$ cat config.mk
export PLATFORM = sky130hd
export DESIGN_NAME = square_tone_burst_generator_unit
export DESIGN_NICKNAME = d
export VERILOG_FILES = /design/src/sv/stbg_pkg.sv /design/src/sv/square_tone_burst_generator_unit.sv /design/src/sv/stbg_core.sv
export SDC_FILE = /design/constraint.sdc
export NUM_CORES = 1
export LEC_CHECK = 0
export ABC_AREA = 1
export BUFFER_PORTS_ARGS = -buffer_cell sky130_fd_sc_hd__buf_2
export CAP_MARGIN = 20
export CORE_MARGIN = 1.5
export CORE_UTILIZATION = 40
export CTS_BUF_LIST = sky130_fd_sc_hd__clkbuf_4 sky130_fd_sc_hd__clkbuf_8 sky130_fd_sc_hd__clkbuf_16
export DETAILED_ROUTE_END_ITERATION = 8
export SETUP_SLACK_MARGIN = 0.02
export SLEW_MARGIN = 15
export SYNTH_ARGS = -nofsm -noshare
export SYNTH_HDL_FRONTEND = slang
export SYNTH_HIERARCHICAL = 1
export SYNTH_SLANG_ARGS = --single-unit
$ cat constraint.sdc
create_clock -name clk -period 3.32 [get_ports clk]
set_input_delay 0.332 -clock clk [delete_from_list [all_inputs] [get_ports clk]]
set_output_delay 0.332 -clock clk [all_outputs]
set_load 0.05 [all_outputs]
$ cat src/sv/stbg_pkg.sv
package stbg_pkg;

  localparam int DUR_W = 12;
  localparam int AMP_IN_W = 16;
  localparam int AMP_W = 13;
  localparam int BDUR_W = 11;
  localparam int SMP_W = 14;
  localparam int STATUS_W = 2;
  localparam int OP_W = 2;
  localparam int ELAPSED_W = 12;
  localparam int BUDGET_W = 7;
  localparam int DONE_W = 16;

  localparam logic [DUR_W-1:0] MIN_DUR = 12'd16;
  localparam logic [DUR_W-1:0] MAX_DUR = 12'd2000;
  localparam logic [AMP_IN_W-1:0] MAX_AMP = 16'd6000;
  localparam logic [AMP_W-1:0] DEF_AMP = 13'd1200;
  localparam logic [ELAPSED_W-1:0] ELAPSED_MAX = 12'd4095;

  // The chunk budget is ceil(duration / 16), independent of the chunk time.
  localparam logic [DUR_W-1:0] BUDGET_ROUND = 12'd15;
  localparam int BUDGET_SHIFT = 4;

  typedef enum logic [OP_W-1:0] {
    OP_SAMPLE = 2'd0,
    OP_START  = 2'd1,
    OP_STOP   = 2'd2
  } op_t;

  typedef enum logic [STATUS_W-1:0] {
    ST_OK          = 2'd0,
    ST_BAD_ARG     = 2'd1,
    ST_WRONG_STATE = 2'd2
  } status_t;

  typedef struct packed {
    op_t                 op;
    logic [DUR_W-1:0]    duration;
    logic [AMP_IN_W-1:0] amplitude;
  } req_t;

  typedef struct packed {
    logic signed [SMP_W-1:0] sample;
    logic                    sample_valid;
    logic                    chunk_last;
    status_t                 status;
    logic                    playing;
    logic [DONE_W-1:0]       chunks_played;
  } rsp_t;

endpackage

$ cat src/sv/square_tone_burst_generator_unit.sv
// Square-wave test-tone burst source. A start beat arms a burst of at most
// ceil(duration / 16) chunks; each sample beat then returns the next square-wave sample,
// and a stop beat cancels the burst. Every request beat yields exactly one response
// beat. A request is held in an input register and resolved against the burst state by
// single-pass logic into a response register, so the block takes one beat every clock
// cycle unless the response register is stalled. The response register only holds the
// request side back while it is itself stalled.
module square_tone_burst_generator_unit
  import stbg_pkg::*;
#(
  parameter int CHUNK_SAMPLES = 256,
  parameter int TOGGLE_SAMPLES = 18,
  parameter int CHUNK_TIME_MS = 16
) (
  input  logic clk,
  input  logic rst,
  input  logic req_valid,
  output logic req_stall,
  input  req_t req,
  output logic rsp_valid,
  input  logic rsp_stall,
  output rsp_t rsp
);

  logic item_valid;
  req_t item;
  logic rsp_free;
  logic fire;
  rsp_t rsp_next;

  assign rsp_free = !rsp_valid || !rsp_stall;
  assign fire = item_valid && rsp_free;
  assign req_stall = item_valid && !rsp_free;

  stbg_core #(
    .CHUNK_SAMPLES(CHUNK_SAMPLES),
    .TOGGLE_SAMPLES(TOGGLE_SAMPLES),
    .CHUNK_TIME_MS(CHUNK_TIME_MS)
  ) u_core (
    .clk(clk),
    .rst(rst),
    .fire(fire),
    .req(item),
    .rsp_next(rsp_next)
  );

  always_ff @(posedge clk) begin
    if (rst) begin
      item_valid <= 1'b0;
      rsp_valid <= 1'b0;
    end else begin
      if (req_valid && !req_stall) begin
        item_valid <= 1'b1;
      end else if (fire) begin
        item_valid <= 1'b0;
      end
      if (fire) begin
        rsp_valid <= 1'b1;
      end else if (!rsp_stall) begin
        rsp_valid <= 1'b0;
      end
    end
  end

  always_ff @(posedge clk) begin
    if (req_valid && !req_stall) begin
      item <= req;
    end
    if (fire) begin
      rsp <= rsp_next;
    end
  end

endmodule

$ cat src/sv/stbg_core.sv
module stbg_core
  import stbg_pkg::*;
#(
  parameter int CHUNK_SAMPLES = 256,
  parameter int TOGGLE_SAMPLES = 18,
  parameter int CHUNK_TIME_MS = 16
) (
  input  logic clk,
  input  logic rst,
  input  logic fire,
  input  req_t req,
  output rsp_t rsp_next
);

  localparam int SC_W = (CHUNK_SAMPLES > 1) ? $clog2(CHUNK_SAMPLES) : 1;
  localparam int HC_W = (TOGGLE_SAMPLES > 1) ? $clog2(TOGGLE_SAMPLES) : 1;

  logic                 active, active_next;
  logic [AMP_W-1:0]     burst_amplitude, burst_amplitude_next;
  logic [BDUR_W-1:0]    burst_duration, burst_duration_next;
  logic [ELAPSED_W-1:0] elapsed_time, elapsed_time_next;
  logic [BUDGET_W-1:0]  chunks_left, chunks_left_next;
  logic [DONE_W-1:0]    chunks_done, chunks_done_next;
  logic [HC_W-1:0]      half_counter, half_counter_next;
  logic                 polarity, polarity_next;
  logic [SC_W-1:0]      sample_in_chunk, sample_in_chunk_next;

  logic                 bad_arg;
  logic [DUR_W-1:0]     budget_sum;
  logic [ELAPSED_W:0]   elapsed_sum;
  logic [ELAPSED_W-1:0] elapsed_sat;
  logic [BUDGET_W-1:0]  chunks_left_dec;
  logic [SMP_W-1:0]     amp_ext;
  logic                 half_end;
  logic                 chunk_end;

  assign bad_arg = (req.duration < MIN_DUR) || (req.duration > MAX_DUR) ||
                   (req.amplitude > MAX_AMP);
  assign budget_sum = req.duration + BUDGET_ROUND;
  assign elapsed_sum = {1'b0, elapsed_time} + (ELAPSED_W + 1)'(CHUNK_TIME_MS);
  assign elapsed_sat = elapsed_sum[ELAPSED_W] ? ELAPSED_MAX : elapsed_sum[ELAPSED_W-1:0];
  assign chunks_left_dec = (chunks_left != '0) ? (chunks_left - 1'b1) : '0;
  assign amp_ext = {1'b0, burst_amplitude};
  assign half_end = (half_counter == HC_W'(TOGGLE_SAMPLES - 1));
  assign chunk_end = (sample_in_chunk == SC_W'(CHUNK_SAMPLES - 1));

  always_comb begin
    active_next = active;
    burst_amplitude_next = burst_amplitude;
    burst_duration_next = burst_duration;
    elapsed_time_next = elapsed_time;
    chunks_left_next = chunks_left;
    chunks_done_next = chunks_done;
    half_counter_next = half_counter;
    polarity_next = polarity;
    sample_in_chunk_next = sample_in_chunk;

    rsp_next.sample = '0;
    rsp_next.sample_valid = 1'b0;
    rsp_next.chunk_last = 1'b0;
    rsp_next.status = ST_OK;

    unique case (req.op)
      OP_SAMPLE: begin
        if (active) begin
          rsp_next.sample = polarity ? $signed(SMP_W'(0) - amp_ext) : $signed(amp_ext);
          rsp_next.sample_valid = 1'b1;
          if (half_end) begin
            half_counter_next = '0;
            polarity_next = ~polarity;
          end else begin
            half_counter_next = half_counter + 1'b1;
          end
          if (chunk_end) begin
            rsp_next.chunk_last = 1'b1;
            sample_in_chunk_next = '0;
            chunks_done_next = chunks_done + 1'b1;
            chunks_left_next = chunks_left_dec;
            elapsed_time_next = elapsed_sat;
            if ((chunks_left_dec == '0) || (elapsed_sat >= {1'b0, burst_duration})) begin
              active_next = 1'b0;
            end
          end else begin
            sample_in_chunk_next = sample_in_chunk + 1'b1;
          end
        end
      end
      OP_START: begin
        if (bad_arg) begin
          rsp_next.status = ST_BAD_ARG;
        end else if (active) begin
          rsp_next.status = ST_WRONG_STATE;
        end else begin
          active_next = 1'b1;
          burst_amplitude_next = (req.amplitude == '0) ? DEF_AMP : req.amplitude[AMP_W-1:0];
          burst_duration_next = req.duration[BDUR_W-1:0];
          elapsed_time_next = '0;
          chunks_left_next = BUDGET_W'(budget_sum >> BUDGET_SHIFT);
          chunks_done_next = '0;
          half_counter_next = '0;
          polarity_next = 1'b0;
          sample_in_chunk_next = '0;
        end
      end
      OP_STOP: begin
        if (!active) begin
          rsp_next.status = ST_WRONG_STATE;
        end else begin
          active_next = 1'b0;
          chunks_left_next = '0;
          half_counter_next = '0;
          polarity_next = 1'b0;
          sample_in_chunk_next = '0;
        end
      end
      default: begin
        rsp_next.status = ST_BAD_ARG;
      end
    endcase

    rsp_next.playing = active_next;
    rsp_next.chunks_played = chunks_done_next;
  end

  always_ff @(posedge clk) begin
    if (rst) begin
      active <= 1'b0;
      burst_amplitude <= '0;
      burst_duration <= '0;
      elapsed_time <= '0;
      chunks_left <= '0;
      chunks_done <= '0;
      half_counter <= '0;
      polarity <= 1'b0;
      sample_in_chunk <= '0;
    end else if (fire) begin
      active <= active_next;
      burst_amplitude <= burst_amplitude_next;
      burst_duration <= burst_duration_next;
      elapsed_time <= elapsed_time_next;
      chunks_left <= chunks_left_next;
      chunks_done <= chunks_done_next;
      half_counter <= half_counter_next;
      polarity <= polarity_next;
      sample_in_chunk <= sample_in_chunk_next;
    end
  end

endmodule

==> results of run 1 <==
-- kinds of logic (layout without fill, tap and decap cells) --
logic type                 after synthesis  in the layout  synth area share, %
buffers and inverters                  168            248                 9.38
DFF                                    141            141                 48.1
and+or+nand+nor                        330            330                 21.3
xor gates and xnor gates                 6              6                0.728
adders and majority gates               23             23                 3.99
AOI/OAI and AO/OA                      223            223                 16.5
-- flip-flops by register name, summed over array words and instances, names as in the netlist, 5 cells and up --
signal                  flops
rsp                        35
item                       30
u_core/chunks_done         16
u_core/burst_amplitude     13
u_core/elapsed_time        12
u_core/burst_duration      11
u_core/sample_in_chunk      8
u_core/chunks_left          7
u_core/half_counter         5
-- report_power, final --
group | internal (mW) | total, mW | switching (mW)
combinational | 0.142 | 0.470 | 0.328
clock | 1.14 | 1.94 | 0.807
sequential | 1.90 | 1.95 | 0.0529
total | 3.17 | 4.36 | 1.19
-- stage by stage --
stage / std cells / area [um2] / hold WS [ns] / util, %
finish: 1196 / 8370 / 0.0790 / 47.9
global route: 1196 / 8370 / 0.0558 / 47.9
CTS: 1196 / 8370 / 0.0545 / 47.9
detailed placement: 1164 / 7760 / 0.459 / 44.4
global placement: 1164 / 7760 / 0.454 / 44.4
floorplan: 891 / 7220 / 0.394 / -
-- cell usage in the layout, fill, tap and decap left out, drive strengths merged, types with 2 or more instances in the layout --
cell type  instances
nand3             54
or2                5
a41oi              2
a21oi            102
nand2            159
clkinv             3
nor3b              3
nor4               3
buf               79
xor2               5
o211ai             3
o31ai              3
dfxtp             76
nor3              21
o22ai              5
nor2              69
o21ai             97
edfxtp            65
nand4             14
ha                23
clkbuf            17
clkinvlp           2
a31oi              4
bufinv             2
a211oi             2
inv              145
-- worst max-delay path by stage --
stage / endpoint / slack, ns / cells after the start / startpoint
final: rsp[16] / 0.70 / 16 / u_core/elapsed_time[4]
after CTS: rsp[16] / 0.71 / 16 / u_core/elapsed_time[4]
after floorplan: u_core/sample_in_chunk[7] / 0.26 / 8 / rsp_valid
after global routing: u_core/sample_in_chunk[7] / 0.44 / 12 / item[17]
after global placement: rsp[16] / 0.81 / 16 / u_core/elapsed_time[4]
after detailed placement: rsp[16] / 0.72 / 16 / u_core/elapsed_time[4]
-- cell type report --
cell class | count | area, um2
clock inverters | 15 | 176
inverters | 137 | 515
repair buffers | 79 | 418
fillers | 1750 | 9110
well taps | 225 | 282
multi-input cells | 582 | 3080
flip-flops and latches | 141 | 3470
clock buffers | 17 | 425
-- layer usage --
metal / vias to the layer above / routed length, um / GRT usage, %
li1: 3118 / - / -
met1: 2693 / 7760 / 24.0
met2: 123 / 7180 / 28.3
met3: 24 / 627 / 3.94
met4: 0 / 331 / 7.13
met5: - / 0 / 0
==> impl_results.md, run 1 <==
- Max-Cap Viols: 0
- Wirelength per Cell: 13.3 um
- Clk sinks: 141
- Top FF cell, synth: dfxtp_1
- Max-slew violation count: 0
- Netlist cell types: 50
- Share of cells above drive strength 1: 15.7%
- Die height: 137 um
- EDFF count, synth: 65
- Post-CTS sizing: 0
- DP Wirelength: 11600 um
- 1st-iter DRT viols: 377
- Grt ovf: 0
- Clock transition at path regs: 0.06 ns
- Peak supply drop: 0.372 mV
- Critical setup path kind: flop to flop
- Worst setup margin: 0.698 ns
- Async SR Flop Fraction: 0%
- Ant. Diodes: 0
- Vias in the first global route: 5373
- Total power: 4.36 mW
- Setup TNS: 0 ns
- RSZ-0062 raised after global routing: false
- Hold Vio Cnt, Final: 0
- Synthesized flop and latch total: 141
- Most common cell in the netlist: nand2_1
- Drt drc: 0
- Crit path capture type: flop
- Cts-stage hold buffer count: 0
- CTS HTree Levels: 4
- Leading area contributor after synthesis: edfxtp_1
- Power density cells: 521 nW/um2
- Pre-antenna DRT Iters: 5
- Clk_lat worst skew: 0.43 ns
- Synth top area share: 27.1%
- HP Class: input port to flop
- Starting Density: 41.3%
- Crit path launch type: flop
- Port Buffers: 70
- Dpl ws: 0.723 ns
- Rel. slew slack: 42.4%
- Largest stage delay on the critical path: 0.34 ns
- Post-layout min period: 2.62 ns
- Synthesis Warnings: 6
- CTS tree: yes
- Final setup vio count: 0
- Syn Area/Cell: 8.10 um2
- Critical R2R Capture: rsp[16]
- Total CTS buffers: 17
- Status: finished clean
- Synth Instances: 891
- CP bufs+invs: 2
- Maximum clock insertion buffer count: 2
- Hold Path Depth: 1
- CP delay by family, top: simple AND/OR/NAND/NOR gates
- Final ANT Viol Nets: 0
- Reg-to-Reg Start: u_core/elapsed_time[4]
- Io pins: 71
- Number of cell rows: 48
- Largest net degree at the start of global routing: 49
- Initial antenna violation count: 0
- Crit-path slowest cell: dfxtp_1
- Period utilization: 79.0%
- Slew @ Worst Pin: 0.863 ns
- Layout area overhead: 16.0%
- Hold path endpoint: item[3]
- Achievable Freq: 381 MHz
- Top fanout value on the critical path: 14
- Worst path required time: 3.50 ns
- Synth top cells by count: nand2_1, inv_1, a21oi_1
- Core Footprint: 17500 um2
- Worst Hold Launch: req[3]
- Worst Skew: 0.0118 ns
- Root Driver: clkbuf_16
- Minimum setup slack among reg-to-reg paths: 0.70 ns
- Die X: 137 um
- Total die area: 18900 um2
- # nets final: 1015
- GPL Wtd Cong: 0.808
- First-pass GRT wire length: 26200 um
- GRT Total Usage: 17.9%
- Sequential share of the synthesized area: 48.1%
- Post-CTS Setup Bufs: 0
- Reg2Reg Depth: 16
- Post-Syn Nets: 948
- Top cell by count, worst path: nand2_1
- Crit-path cells: ha_1, nand2_1, nor2_1, nand2_1, o21ai_0, ha_1, inv_1, o31a_1, nand2_1, nand2_1, nand2_1, nand2_1, nand2_1, nand2_1, nand2_1, inv_1
- Vias/cell: 4.98
- Leakage: 3.57 nW
- Worst Path Arrival: 2.81 ns
- Post-Syn Area: 7210 um2
- Synth area leaders: edfxtp_1, dfxtp_1, nand2_1
- Vias: 5958
- WL final: 15900 um
Power figures use the tool's default switching activity.
==> inputs of run 2 (changes only) <==
--- a/config.mk
+++ b/config.mk
@@ -5,7 +5,7 @@
 export SDC_FILE = /design/constraint.sdc
 export NUM_CORES = 1
 export LEC_CHECK = 0
-export ABC_AREA = 1
+export ABC_AREA = 0
 export BUFFER_PORTS_ARGS = -buffer_cell sky130_fd_sc_hd__buf_2
 export CAP_MARGIN = 20
 export CORE_MARGIN = 1.5
==> constraint.sdc (replaced) <==
create_clock -name clk -period 2.5 [get_ports clk]
set_input_delay 0.25 -clock clk [delete_from_list [all_inputs] [get_ports clk]]
set_output_delay 0.25 -clock clk [all_outputs]
set_load 0.05 [all_outputs]
==> run 2 against run 1 <==
The flow now finishes with violations (negative setup slack). Combinational power grew 7.2%. Clock-buffer cell count grew 4. Sequential power grew 29%. Wire length grew 6.3%. First-iteration DRC count grew 27%. Final cell count shrank 7.8%. Register-to-register slack lost 0.79 ns. Synthesized area shrank 2.8%. Critical path type unchanged.
==> impl_results.md, run 2 <==
- Port Buffers: 70 (unchanged)
- Io pins: 71 (unchanged)
- Leading area contributor after synthesis: edfxtp_1
- HP Class: input port to flop
- Core Footprint: 17200 um2 (-1.4%)
- Commonest non-fill, non-tap cell in the layout: nand2_1
- Status: finished, violations left
- Total CTS buffers: 17 (unchanged)
- Largest net degree at the start of global routing: 67 (+37%)
- Crit-path cells: ha_4, and3_4, nand3_2, or2_4, nand2_2, ha_4, a21o_1, a2111oi_2, o21ai_1, nand3_1, nand4_1, a22oi_1
- Crit-path slowest cell: a2111oi_2
- Hold_ws: 0.0272 ns (-0.0518 ns)
- CP bufs+invs: 0 (-2)
- Final setup vio count: 2 (+2)
- Hold Vio Cnt, Final: 0 (unchanged)
- Worst path required time: 2.76 ns (-0.74 ns)
- Synth Instances: 748 (-16%)
- Total die area: 18300 um2 (-2.7%)
- Achievable Freq: 385 MHz (+1.0%)
- Largest regs: rsp x35, item x30, u_core/chunks_done x16
- Final ANT Viol Nets: 0 (unchanged)
- Ant. Diodes: 0 (unchanged)
- Starting Density: 40.7% (-0.59 points)
- Cell area after layout: 8830 um2 (+5.5%)
- Max-Cap Viols: 0 (unchanged)
- Crit path capture type: flop
- Number of cell rows: 48 (unchanged)
- Total power: 5.46 mW (+25%)
- Adder-cell share of the synthesized area: 4.10% (+0.11 points)
- Netlist cell types: 67 (+34%)
- Power density cells: 619 nW/um2 (+19%)
- Syn Area/Cell: 9.38 um2 (+16%)
- Failing checks: negative setup slack
- Async SR Flop Fraction: 0% (unchanged)
- Drt drc: 0 (unchanged)
- Slew @ Worst Pin: 0.564 ns (-0.300 ns)
- Vias/cell: 5.49 (+10%)
- Top FF cell, synth: dfxtp_1
- DP Wirelength: 11500 um (-0.73%)
- Period utilization: 104% (+25 points)
- Grt ovf: 0 (unchanged)
- Critical setup path kind: flop to flop
- CTS tree: yes
- Hold path endpoint: item[29]
- Peak supply drop: 0.470 mV (+27%)
- Clk sinks: 141 (unchanged)
- Maximum clock insertion buffer count: 2 (unchanged)
- Crit path launch type: flop
- Layout area overhead: 25.9%
- Post-layout min period: 2.60 ns (-0.0261 ns)
- Critical R2R Capture: rsp[16]
- Reg2Reg Depth: 12 (-4)
- Post-DP Area: 7810 um2 (+0.60%)
- Largest stage delay on the critical path: 0.38 ns (+0.04 ns)
- Minimum setup slack among reg-to-reg paths: -0.1 ns (-0.79 ns)
- CP delay by family, top: compound AO/OA/AOI/OAI gates
- Leakage: 3.31 nW (-7.4%)
- Worst Hold Launch: req[29]
- Post-Synth XOR/XNOR Area: 2.75% (+2.0 points)
- Initial antenna violation count: 0 (unchanged)
- Top cell by count, worst path: ha_4
- Die X: 135 um (-1.4%)
- Worst Skew: 0.00779 ns (-0.00401 ns)
- Synth area leaders: edfxtp_1, dfxtp_1, nand2_1
- Largest family of logic cells by synthesized area: simple AND/OR/NAND/NOR gates
- Synth top cells by count: nand2_1, dfxtp_1, edfxtp_1
- Rel. slew slack: 62.1% (+20 points)
- Sequential share of the synthesized area: 49.5% (+1.4 points)
- WL final: 16900 um (+6.3%)
- Top reg by flops: rsp
- Synthesis Warnings: 6 (unchanged)
- Root Driver: clkbuf_16
- Vias in the first global route: 5651 (+5.2%)
- Share of cells above drive strength 1: 20.4% (+4.7 points)
- 1st-iter DRT viols: 478 (+27%)
- Wirelength per Cell: 15.3 um (+15%)
- Post-Syn Nets: 805 (-15%)
- Synth top area share: 27.8% (+0.78 points)
- Clock transition at path regs: 0.05 ns (about the same)
- Commonest non-fill, non-tap cells in the layout: nand2_1, dfxtp_1, buf_2, edfxtp_1, a21oi_1
- Simple-gate share of the synthesized area: 20.1% (-1.1 points)
- Post-Syn Area: 7010 um2 (-2.8%)
- Pre-antenna DRT Iters: 5 (unchanged)
- Worst Path Arrival: 2.86 ns (+0.05 ns)
- Most common cell in the netlist: nand2_1
- Reg-to-Reg Start: u_core/elapsed_time[5]
- Top fanout value on the critical path: 5 (-9)
- Vias: 6059 (+1.7%)
- First-pass GRT wire length: 27300 um (+4.3%)
- Clk_lat worst skew: 0.43 ns (about the same)
- Max reg flops: 35 (unchanged)
- Max-slew violation count: 0 (unchanged)
- Synthesized flop and latch total: 141 (unchanged)
- # nets final: 922 (-9.2%)
- EDFF count, synth: 65 (unchanged)
- Worst setup margin: -0.0962 ns (-0.794 ns)
- RSZ-0062 raised after global routing: true
- Post-synthesis mux area share: 0.714% (+0.71 points)
- Die height: 135 um (-1.4%)
- GPL Wtd Cong: 0.862 (+6.7%)
- GRT Total Usage: 18.8% (+0.92 points)
- CTS HTree Levels: 4 (unchanged)
- Hold Path Depth: 1 (unchanged)
- Compound-cell area share of the yosys netlist: 18.4% (+2.0 points)
## run 2: cell types whose count changed after synthesis, sizes merged, moves of 17 or more
cell,delta
inv,-104
nand2,-67
o21ai,-65
a21oi,-40
nand3,-27
clkbuf,+19
and3,+18
a211oi,+17
## run 2: layer usage
metal / track usage, % / routed length, um / vias to the layer above
li1: - / - / 2998
met1: 24.8 / 7730 / 2869
met2: 30.8 / 8120 / 172
met3: 4.30 / 799 / 20
met4: 6.09 / 256 / 0
met5: 0 / 0 / -
## run 2: how the worst max path moves through the flow
stage	startpoint	end	slack [ns]	depth (start not counted)
3_3_place_gp	u_core/elapsed_time[5]	rsp[16]	0.03	12
2_1_floorplan	u_core/elapsed_time[5]	rsp[16]	-0.08	14
5_1_grt	u_core/elapsed_time[5]	rsp[16]	-0.18	12
6_report	u_core/elapsed_time[5]	rsp[16]	-0.1	12
4_1_cts	u_core/elapsed_time[5]	rsp[16]	0.008	12
3_5_place_dp	u_core/elapsed_time[5]	rsp[16]	-0.05	12
## run 2: final cells by class
class | count | area [um2]
Clock buffer | 21 | 455
Clock inverter | 11 | 118
Fill cell | 1548 | 8410
Inverter | 31 | 116
Multi-Input combinational cell | 532 | 3380
Sequential cell | 141 | 3480
Tap cell | 225 | 282
Timing Repair Buffer | 142 | 1000
## run 2: repair_timing
action	in CTS	in global routing
gates resized for setup	2	21
pin swaps	4	8
setup buffers	4	5
endpoints found under the hold margin	28	0
cloned	0	0
hold buffers	28	0
setup endpoints to repair	1	33
## run 2: stage by stage
step	cells	TNS [ns]	util, %	worst slack (ns)
4_1_cts	1098	0	50.5	0.00778
5_1_grt	1103	-0.260	51.2	-0.184
6_report	1103	-0.0973	51.2	-0.0962
3_3_place_gp	1034	0	45.3	0.0253
2_1_floorplan	748	-0.0835	-	-0.0835
3_5_place_dp	1034	-0.0516	45.3	-0.0516
## run 2: logic make-up after synthesis
logic type / Yosys count
AND/OR/NAND/NOR: 286
adder cells (fa/ha/maj): 23
AO/OA/AOI/OAI: 196
flip-flops: 141
multiplexers: 5
XOR/XNOR: 22
buffers and inverters: 75
## run 2: power by group
part	switching, mW	internal (mW)	leakage (nW)	total [mW]
logic	0.332	0.172	1.81	0.504
clock network	0.937	1.50	0.276	2.44
registers	0.0405	2.48	1.22	2.52
==> inputs of run 3 (changes only) <==
--- a/config.mk
+++ b/config.mk
@@ -12,6 +12,7 @@
 export CORE_UTILIZATION = 40
 export CTS_BUF_LIST = sky130_fd_sc_hd__clkbuf_4 sky130_fd_sc_hd__clkbuf_8 sky130_fd_sc_hd__clkbuf_16
 export DETAILED_ROUTE_END_ITERATION = 8
+export GPL_TIMING_DRIVEN = 0
 export SETUP_SLACK_MARGIN = 0.02
 export SLEW_MARGIN = 15
 export SYNTH_ARGS = -nofsm -noshare
==> run 3 against run 2 <==
Largest cell class is now multi-input gates. Sequential power barely moved. The flow still finishes with violations (negative setup slack). Highest routed layer unchanged. Hold slack improved by 0.089 ns. Wire length rose by 8.9%. Sequential share of layout area fell by 1.7 points. Sequential cell count did not move.
==> impl_results.md, run 3 (synthesized netlist as in run 2, its figures left out) <==
- Max-Cap Viols: 0 (unchanged)
- Clock transition at path regs: 0.06 ns (about the same)
- Crit path launch type: flop
- CP delay by family, top: simple AND/OR/NAND/NOR gates
- Hold Vio Cnt, Final: 0 (unchanged)
- Setup crit end: rsp[16]
- Die X: 135 um (unchanged)
- CP bufs+invs: 2 (+2)
- Total power: 5.65 mW (+3.4%)
- Drt drc: 0 (unchanged)
- Number of cell rows: 48 (unchanged)
- Reg-to-Reg Start: u_core/elapsed_time[5]
- Clk sinks: 141 (unchanged)
- Vias: 6146 (+1.4%)
- Worst setup margin: -0.205 ns (-0.109 ns)
- DP Wirelength: 12000 um (+4.5%)
- Ant. Diodes: 0 (unchanged)
- Net Sw Power: 1.41 mW (+8.0%)
- Commonest non-fill, non-tap cell in the layout: nand2_1
- HP Class: input port to flop
- Critical Path Stages: 13 (+1)
- Post-layout min period: 2.70 ns (+0.109 ns)
- 1st-iter DRT viols: 421 (-12%)
- Critical setup path kind: flop to flop
- Clk pwr share: 45.7% (+1.1 points)
- Wirelength per Cell: 16.2 um (+5.5%)
- Largest stage delay on the critical path: 0.35 ns (-0.03 ns)
- Critical R2R Capture: rsp[16]
- RSZ-0062 raised after global routing: true
- Die height: 135 um (unchanged)
- Top fanout value on the critical path: 5 (unchanged)
- Top reg by flops: rsp
- Total CTS buffers: 17 (unchanged)
- Reg2Reg Depth: 13 (+1)
- CTS HTree Levels: 4 (unchanged)
- # nets final: 957 (+3.8%)
- Final setup vio count: 2 (unchanged)
- Status: finished, violations left
- Pre-antenna DRT Iters: 5 (unchanged)
- Worst Path Arrival: 2.96 ns (+0.10 ns)
- Largest net degree at the start of global routing: 31 (-54%)
- Largest regs: rsp x35, item x30, u_core/chunks_done x16
- Total die area: 18300 um2 (unchanged)
- Minimum setup slack among reg-to-reg paths: -0.20 ns (-0.11 ns)
- First-pass GRT wire length: 29100 um (+6.6%)
- Period utilization: 108% (+4.3 points)
- Achievable Freq: 370 MHz (-4.0%)
- Final std cells w/o fill: 1138 (+3.2%)
- Core Footprint: 17200 um2 (unchanged)
- GPL Wtd Cong: 0.844 (-2.1%)
- Crit-path slowest cell: dfxtp_2
- Clk_lat worst skew: 0.43 ns (about the same)
- CTS tree: yes
- Slew @ Worst Pin: 0.742 ns (+0.179 ns)
- Port Buffers: 70 (unchanged)
- Max reg flops: 35 (unchanged)
- Leakage: 3.43 nW (+3.6%)
- Hold_ws: 0.116 ns (+0.0889 ns)
- WL final: 18400 um (+8.9%)
- Vias/cell: 5.40 (-1.7%)
- Dpl cells: 1045 (+1.1%)
- Grt ovf: 0 (unchanged)
- Failing checks: negative setup slack
- Worst Setup SP: u_core/elapsed_time[5]
- Share of cells above drive strength 1: 23.7% (+3.3 points)
- Commonest non-fill, non-tap cells in the layout: nand2_1, buf_2, dfxtp_1, edfxtp_1, a21oi_1
- Logic gate share of total power: 9.8% (+0.6 points)
- Crit-path cells: ha_4, and3_4, nand3_2, or2_4, clkbuf_16, buf_6, nand2_1, ha_4, a2111oi_4, a21oi_1, nand3_1, nand4_1, a22oi_2
- Starting Density: 40.7% (unchanged)
- Rel. slew slack: 50.5% (-12 points)
- Crit path capture type: flop
- Setup TNS: -0.363 ns (-0.266 ns)
- Power density cells: 612 nW/um2 (-1.1%)
- P_int: 4.24 mW (+2.0%)
- Layout area overhead: 31.7%
- Worst Hold Launch: req_valid
- Max-slew violation count: 0 (unchanged)
- Initial antenna violation count: 0 (unchanged)
- GRT Total Usage: 20.5% (+1.6 points)
- Io pins: 71 (unchanged)
- Vias in the first global route: 5689 (+0.67%)
- Peak supply drop: 0.498 mV (+6.0%)
- Sequential share of power: 44.6% (-1.6 points)
- Worst Skew: 0.00897 ns (+0.00118 ns)
- Sw Ratio: 25.0% (+1.1 points)
- Maximum clock insertion buffer count: 2 (unchanged)
- Top cell by count, worst path: ha_4
- Root Driver: clkbuf_16
- Final ANT Viol Nets: 0 (unchanged)
- Worst path required time: 2.76 ns (about the same)
-- run 3: cell count changes in the layout (fill, tap and decap cells not counted), moves of 3 or more --
cell / previous run / this run
clkbuf_1: 0 / 23
buf_4: 40 / 34
clkbuf_2: 0 / 6
buf_2: 70 / 74
nand3_2: 3 / 7
a21oi_1: 61 / 58
ha_1: 19 / 16
ha_4: 2 / 5
nand3_1: 24 / 21
o21ai_0: 28 / 25
-- run 3: tightest hold or removal path, stage by stage --
cell and delay (ns):
buf_2 0.08, inv_1 0.07, a21oi_2 0.12
-- run 3: worst min path at each step --
stage	endpoint	slack, ns	cells past startpoint
final	item_valid	0.12	3
after global routing	item_valid	0.14	3
after floorplan	item_valid	0.31	1
after CTS	item_valid	0.1	3
after global placement	item[20]	0.43	1
after detailed placement	item[18]	0.43	1
-- run 3: area by class of cell --
type / count / area, um2
tap: 225 / 282
multi-input combinational: 533 / 3580
sequential: 141 / 3480
fill: 1537 / 8000
timing repair buffer: 138 / 970
inverter: 31 / 116
buffer: 38 / 198
clock inverter: 12 / 133
clock buffer: 20 / 472
-- run 3: power by group through the flow --
stage               logic [mW]  clock network (mW)  registers, mW
finish                   0.552                2.58           2.52
global route             0.595                2.74           2.53
CTS                      0.522                2.64           2.52
detailed placement       0.466                   0           2.57
global placement         0.452                   0           2.57
floorplan                0.221                   0           2.66
-- run 3: what timing repair did --
item / CTS / global route
hold buffers: 30 / 0
pin swaps: 15 / 17
endpoints found under the hold margin: 30 / 0
gates resized for setup: 35 / 44
setup endpoints to repair: 76 / 72
setup buffers: 22 / 13
cloned: 0 / 2
-- run 3: metal layers --
metal,up-vias,track usage [%],part of all wire [%]
li1,3072,-,-
met1,2896,27.4,47
met2,151,32.5,47
met3,27,3.97,4.1
met4,0,8.54,2.0
met5,-,0,0
-- run 3: per-stage QoR --
stage | setup WS (ns) | utilization [%] | area, um2
after floorplan | -0.0835 | - | 7080
after global placement | -0.535 | 44.7 | 7710
after detailed placement | -0.522 | 45.0 | 7760
after CTS | -0.233 | 52.0 | 8970
after global routing | -0.304 | 53.6 | 9230
final | -0.205 | 53.6 | 9230
